[src/rtl/qenc_pkg.sv]
`timescale 1ns / 1ps

package qenc_pkg;

    localparam int unsigned REC_W = 20;

    localparam logic [1:0] FUNC_QUAL     = 2'd0;
    localparam logic [1:0] FUNC_BIN_READ = 2'd1;
    localparam logic [1:0] FUNC_CLEAR    = 2'd2;

    localparam logic [1:0] MODE_PHRED33    = 2'd0;
    localparam logic [1:0] MODE_SOLEXA     = 2'd1;
    localparam logic [1:0] MODE_ILLUMINA64 = 2'd2;

    localparam logic REG_SOURCE_MODE  = 1'b0;
    localparam logic REG_RECORD_LIMIT = 1'b1;

    localparam logic [1:0]       SOURCE_MODE_RESET  = MODE_PHRED33;
    localparam logic [REC_W-1:0] RECORD_LIMIT_RESET = 20'd100000;
    localparam logic [REC_W-1:0] REC_MAX            = '1;

    localparam logic [7:0] CHAR_BANG  = 8'd33;   // '!'
    localparam logic [7:0] CHAR_SEMI  = 8'd59;   // ';'
    localparam logic [7:0] CHAR_AT    = 8'd64;   // '@'
    localparam logic [7:0] CHAR_B     = 8'd66;   // 'B'
    localparam logic [7:0] CHAR_I     = 8'd73;   // 'I'
    localparam logic [7:0] CHAR_J     = 8'd74;   // 'J'
    localparam logic [7:0] CHAR_LOW_H = 8'd104;  // 'h'

    // rounded 10*log10(10^(s/10) + 1) for s = -9..9
    localparam logic [3:0] SOLEXA_ROM [19] = '{
        4'd1, 4'd1, 4'd1, 4'd1, 4'd1, 4'd1, 4'd2, 4'd2, 4'd3, 4'd3,
        4'd4, 4'd4, 4'd5, 4'd5, 4'd6, 4'd7, 4'd8, 4'd9, 4'd10
    };

    typedef struct packed {
        logic [1:0] func;
        logic [7:0] qual_char;
        logic       last_in_record;
        logic [7:0] bin_index;
    } in_item_t;

    typedef struct packed {
        logic [7:0]  converted_char;
        logic [4:0]  valid_mask;
        logic [2:0]  valid_count;
        logic        decided;
        logic [31:0] bin_count;
    } out_item_t;

    typedef struct packed {
        logic issue;
        logic incr;
        logic clear;
    } hist_cmd_t;

    typedef struct packed {
        logic [4:0] valid_mask;
        logic [2:0] valid_count;
        logic       decided;
    } status_t;

    function automatic logic [7:0] to_phred33(input logic [1:0] mode, input logic [7:0] c);
        logic [7:0] idx;
        logic [7:0] phred;
        logic [7:0] result;
        idx = c - (CHAR_AT - 8'd9);
        if (c >= CHAR_AT + 8'd10)
        begin
            phred = c - CHAR_AT;
        end
        else if (c <= CHAR_AT - 8'd10)
        begin
            phred = 8'd0;
        end
        else
        begin
            phred = {4'd0, SOLEXA_ROM[idx[4:0]]};
        end
        case (mode)
            MODE_SOLEXA:     result = phred + CHAR_BANG;
            MODE_ILLUMINA64: result = c - CHAR_AT + CHAR_BANG;
            default:         result = c;
        endcase
        return result;
    endfunction

endpackage

[src/rtl/qenc_track.sv]
`timescale 1ns / 1ps

module qenc_track (
    input  logic                        clk,
    input  logic                        rst_n,
    input  logic                        commit,
    input  logic [1:0]                  func,
    input  logic [7:0]                  qual_char,
    input  logic                        last_in_record,
    input  logic [qenc_pkg::REC_W-1:0]  record_limit,
    output qenc_pkg::status_t           status
);

    logic [4:0]                 flags_reg;
    logic [4:0]                 flags_next;
    logic [qenc_pkg::REC_W-1:0] rec_count_reg;
    logic [qenc_pkg::REC_W-1:0] rec_count_next;
    logic [4:0]                 range_flags;
    logic [4:0]                 mask;

    always_comb
    begin
        range_flags[0] = (qual_char < qenc_pkg::CHAR_BANG) || (qual_char > qenc_pkg::CHAR_I);
        range_flags[1] = (qual_char < qenc_pkg::CHAR_SEMI) || (qual_char > qenc_pkg::CHAR_LOW_H);
        range_flags[2] = (qual_char < qenc_pkg::CHAR_AT)   || (qual_char > qenc_pkg::CHAR_LOW_H);
        range_flags[3] = (qual_char < qenc_pkg::CHAR_B)    || (qual_char > qenc_pkg::CHAR_LOW_H);
        range_flags[4] = (qual_char < qenc_pkg::CHAR_BANG) || (qual_char > qenc_pkg::CHAR_J);
    end

    always_comb
    begin
        flags_next     = flags_reg;
        rec_count_next = rec_count_reg;
        if (commit)
        begin
            case (func)
                qenc_pkg::FUNC_QUAL:
                begin
                    flags_next = flags_reg | range_flags;
                    if (last_in_record && (rec_count_reg != qenc_pkg::REC_MAX))
                    begin
                        rec_count_next = rec_count_reg + 1'b1;
                    end
                end
                qenc_pkg::FUNC_CLEAR:
                begin
                    flags_next     = '0;
                    rec_count_next = '0;
                end
                default:
                begin
                    flags_next     = flags_reg;
                    rec_count_next = rec_count_reg;
                end
            endcase
        end
    end

    assign mask               = ~flags_next;
    assign status.valid_mask  = mask;
    assign status.valid_count = 3'(mask[0]) + 3'(mask[1]) + 3'(mask[2])
                              + 3'(mask[3]) + 3'(mask[4]);
    assign status.decided     = (status.valid_count == 3'd1) || (rec_count_next >= record_limit);

    always_ff @(posedge clk or negedge rst_n)
    begin
        if (!rst_n)
        begin
            flags_reg     <= '0;
            rec_count_reg <= '0;
        end
        else
        begin
            flags_reg     <= flags_next;
            rec_count_reg <= rec_count_next;
        end
    end

endmodule

[config.mk]
export PLATFORM = sky130hd
export DESIGN_NAME = qenc_track
export DESIGN_NICKNAME = d
export VERILOG_FILES = /design/src/rtl/qenc_pkg.sv /design/src/rtl/qenc_track.sv
export SDC_FILE = /design/constraint.sdc
export NUM_CORES = 1
export LEC_CHECK = 0
export BUFFER_PORTS_ARGS = -buffer_cell sky130_fd_sc_hd__buf_4
export CAP_MARGIN = 20
export CORE_ASPECT_RATIO = 0.7
export CORE_UTILIZATION = 45
export CTS_BUF_LIST = sky130_fd_sc_hd__clkbuf_8
export CTS_CLUSTER_SIZE = 28
export DETAILED_ROUTE_END_ITERATION = 12
export GPL_ROUTABILITY_DRIVEN = 0
export HOLD_SLACK_MARGIN = 0.03
export PLACE_DENSITY = 0.75
export SLEW_MARGIN = 0
export SYNTH_ARGS = -nofsm -noshare
export SYNTH_HDL_FRONTEND = slang
export SYNTH_SLANG_ARGS = --single-unit
[constraint.sdc]
create_clock -name clk -period 8.3 [get_ports clk]
set_input_delay 0.415 -clock clk [delete_from_list [all_inputs] [get_ports clk]]
set_output_delay 0.415 -clock clk [all_outputs]
set_load 0.05 [all_outputs]
==> run_results.csv <==
group,metric,value,unit
pwr,intPower,0.219,mW
global_routing,grt_max_degree,26,
clock_tree,clock_latency,270,ps
synthesis,postSynthCellCount,234,
timing,finalCriticalPeriod,4110,ps
place,dp_slack,4180,ps
global_routing,grt_usage,21.9,%
drt,wl_per_cell,13.5,µm
finish,layoutNonFillerInstCount,328,
synthesis,yosysWarnings,0,
worst_setup_path,r2r_cells,6,
finish,multi_input_area,1280,µm²
finish,fill_cells,370,
synthesis,yosysUniqueCellTypes,42,
timing,worstMarginPinSlew,753,ps
drt,vias,1782,
floorplan,core,4090,µm²
worst_setup_path,cp-start-kind,"primary input",
drt,viasPerCell,5.43,
drt,post-route-drc-count,0,
synthesis,syn-num-nets,292,
finish,final_util,59.1,%
clock_tree,cts-resized-gates,0,
clock_tree,clockRootBuffer,"clkbuf_8",
job,drv_cap,0,
floorplan,initial_utilization,49.1,%
synthesis,yosys_register_bits,25,
worst_setup_path,worstPathMaxFanout,5,
finish,layout.nets,335,
floorplan,die_y,57.9,µm
worst_setup_path,worst_ep_required_time,7890,ps
pwr,clockPowerShare,20.4,%
pwr,ir_drop,0.000103,V
place,numPlacedInstances,324,
worst_setup_path,worstPathArrival,3700,ps
finish,fin_area,2420,µm²
floorplan,row_count,19,
pwr,sequentialPowerShare,37.4,%
clock_tree,clk_pin_slew_worst_paths,90,ps
floorplan,die_x,81.8,µm
pwr,switching_share,40.2,%
finish,largest_reg_flops,20,
floorplan,io_pins,43,
finish,syn_to_final_growth,20.5,%
timing,rsz0062_at_grt,"no",
global_routing,grt_antenna_before_repair,0,
finish,drive_above_1_share,19.6,%
drt,first_pass_iters,4,
global_routing,overflow,0,
drt,dr.first_iter.drc_count,86,
drt,ant_nets,0,
synthesis,ys_seq_area_share,31.2,%
place,io_buffers,42,
global_routing,grt_pass1_wl,7.97,mm
timing,drv_slew,0,
timing,holdWs,21.8,ps
min_path,hold_class,"in2async",
finish,seq_area,626,µm²
timing,layout_setup_ws,4190,ps
clock_tree,cts_sinks,25,
floorplan,die_area,4730,µm²
worst_setup_path,crit_type,"in2out",
finish,final_cell_mix,"42 x buf_4, 25 x nor2_1, 25 x dfrtp_1",
drt,wl,4.44,mm
pwr,leakage,1.20,nW
global_routing,grt_pass1_vias,1648,
clock_tree,cts_buffers,3,
timing,finalSetupViolations,0,
timing,hold_violations,0,
place,place_hpwl,3.67,mm
timing,maxSlewHeadroom,49.8,%
pwr,power.net_switching,0.147,mW
timing,timing.final.crit_share,49.6,%
pwr,pwr-share-comb,42.2,%
timing,skew,4.66,ps
clock_tree,post-cts-setup-buffers,0,
worst_setup_path,r2r_slack,6210,ps
clock_tree,h-tree-depth,1,
timing,fmax,0.243,GHz
worst_setup_path,crit_path_end_kind,"output pin",
place,placed_cell_area,2370,µm²
clock_tree,postCtsHoldBufs,0,
clock_tree,cts_tree,"built",
finish,layout_commonest_cell,"buf_4",
synthesis,avgSynthCellArea,8.57,µm²
pwr,p_total,0.366,mW
synthesis,syn_area,2010,µm²
run_status,status,"complete, no violations",
finish,antennaDiodeCount,0,
timing,tns,0,ps
pwr,power_density,151,nW/µm²
clock_tree,clk_path_buf_depth,2,
## critical path, cell delays in order
cell	delay (ps)
buf_4	130
or3_1	400
nor3_1	160
o31a_1	170
a21boi_0	250
o21ai_0	180
fa_1	540
inv_1	50
fa_1	350
inv_1	60
ha_1	230
nor3_1	250
a211oi_1	80
o21ai_0	80
a21oi_1	50
o21ai_0	80
buf_4	220
## power by group through the flow
stage	Clock [mW]	Combinational, mW	Sequential [mW]
4_1_cts	0.0758	0.156	0.137
6_report	0.0746	0.154	0.137
5_1_grt	0.0796	0.168	0.138
2_1_floorplan	0	0.106	0.137
3_5_place_dp	0	0.155	0.139
3_3_place_gp	0	0.153	0.139
## Yosys cell counts (all sizes together)
cell type / instances / share of area, %
ha: 22 / 14
or2: 3 / 0.94
nand4: 12 / 4.1
xor2: 3 / 1.3
a2111oi: 1 / 0.44
o21ai: 11 / 2.7
and2: 1 / 0.31
nor2: 25 / 4.7
o21a: 5 / 1.9
o31a: 3 / 1.3
a31o: 1 / 0.44
nor4: 5 / 2.3
nand2b: 3 / 0.94
a21o: 1 / 0.37
mux2i: 1 / 0.50
and4: 3 / 1.3
or3: 1 / 0.31
buf: 1 / 0.25
nand2: 15 / 2.8
nor3b: 1 / 0.37
and3b: 1 / 0.44
a41oi: 1 / 0.44
and3: 2 / 0.62
nand3: 10 / 2.5
xnor2: 13 / 6.1
a21boi: 1 / 0.37
a211oi: 5 / 1.9
inv: 23 / 4.3
fa: 2 / 2.0
nand3b: 2 / 0.75
clkbuf: 3 / 0.56
nor2b: 1 / 0.31
dfrtp: 25 / 31
nor3: 9 / 2.2
nor4b: 2 / 1.2
a21oi: 16 / 4.2
## logic make-up after synthesis
logic type	Yosys count	share of synthesized area, %
buf+inv	27	5.11
flops	25	31.2
mux	1	0.499
xor+xnor	16	7.36
compound gates	45	14.0
simple gates	96	26.1
fa+ha+maj	24	15.7
## area by class of cell
class / instances / area share [%]
Multi-Input combinational cell: 182 / 52.9
Sequential cell: 25 / 25.9
Timing Repair Buffer: 42 / 13.1
Inverter: 23 / 3.57
Tap cell: 52 / 2.69
Clock buffer: 3 / 1.71
Clock inverter: 1 / 0.207
## worst paths after layout
kind / endpoint / startpoint
max in group asynchronous: flags_reg[1]$_DFF_PN0_ / rst_n
hold reg to reg: flags_reg[0]$_DFF_PN0_ / flags_reg[0]$_DFF_PN0_
setup / recovery: status[0] / qual_char[3]
hold / removal: rec_count_reg[2]$_DFF_PN0_ / rst_n
setup reg to reg: rec_count_reg[18]$_DFF_PN0_ / rec_count_reg[0]$_DFF_PN0_
min in group clk: flags_reg[0]$_DFF_PN0_ / flags_reg[0]$_DFF_PN0_
## layer usage
layer  vias up  global-route usage, %  wire (µm)
li1        917                      -          -
met1       821                   33.7       2350
met2        42                   31.1       1790
met3         2                   6.30        285
met4         0                   2.51         16
met5         -                      0          0
Note: power is estimated with default switching activity, not from simulation.
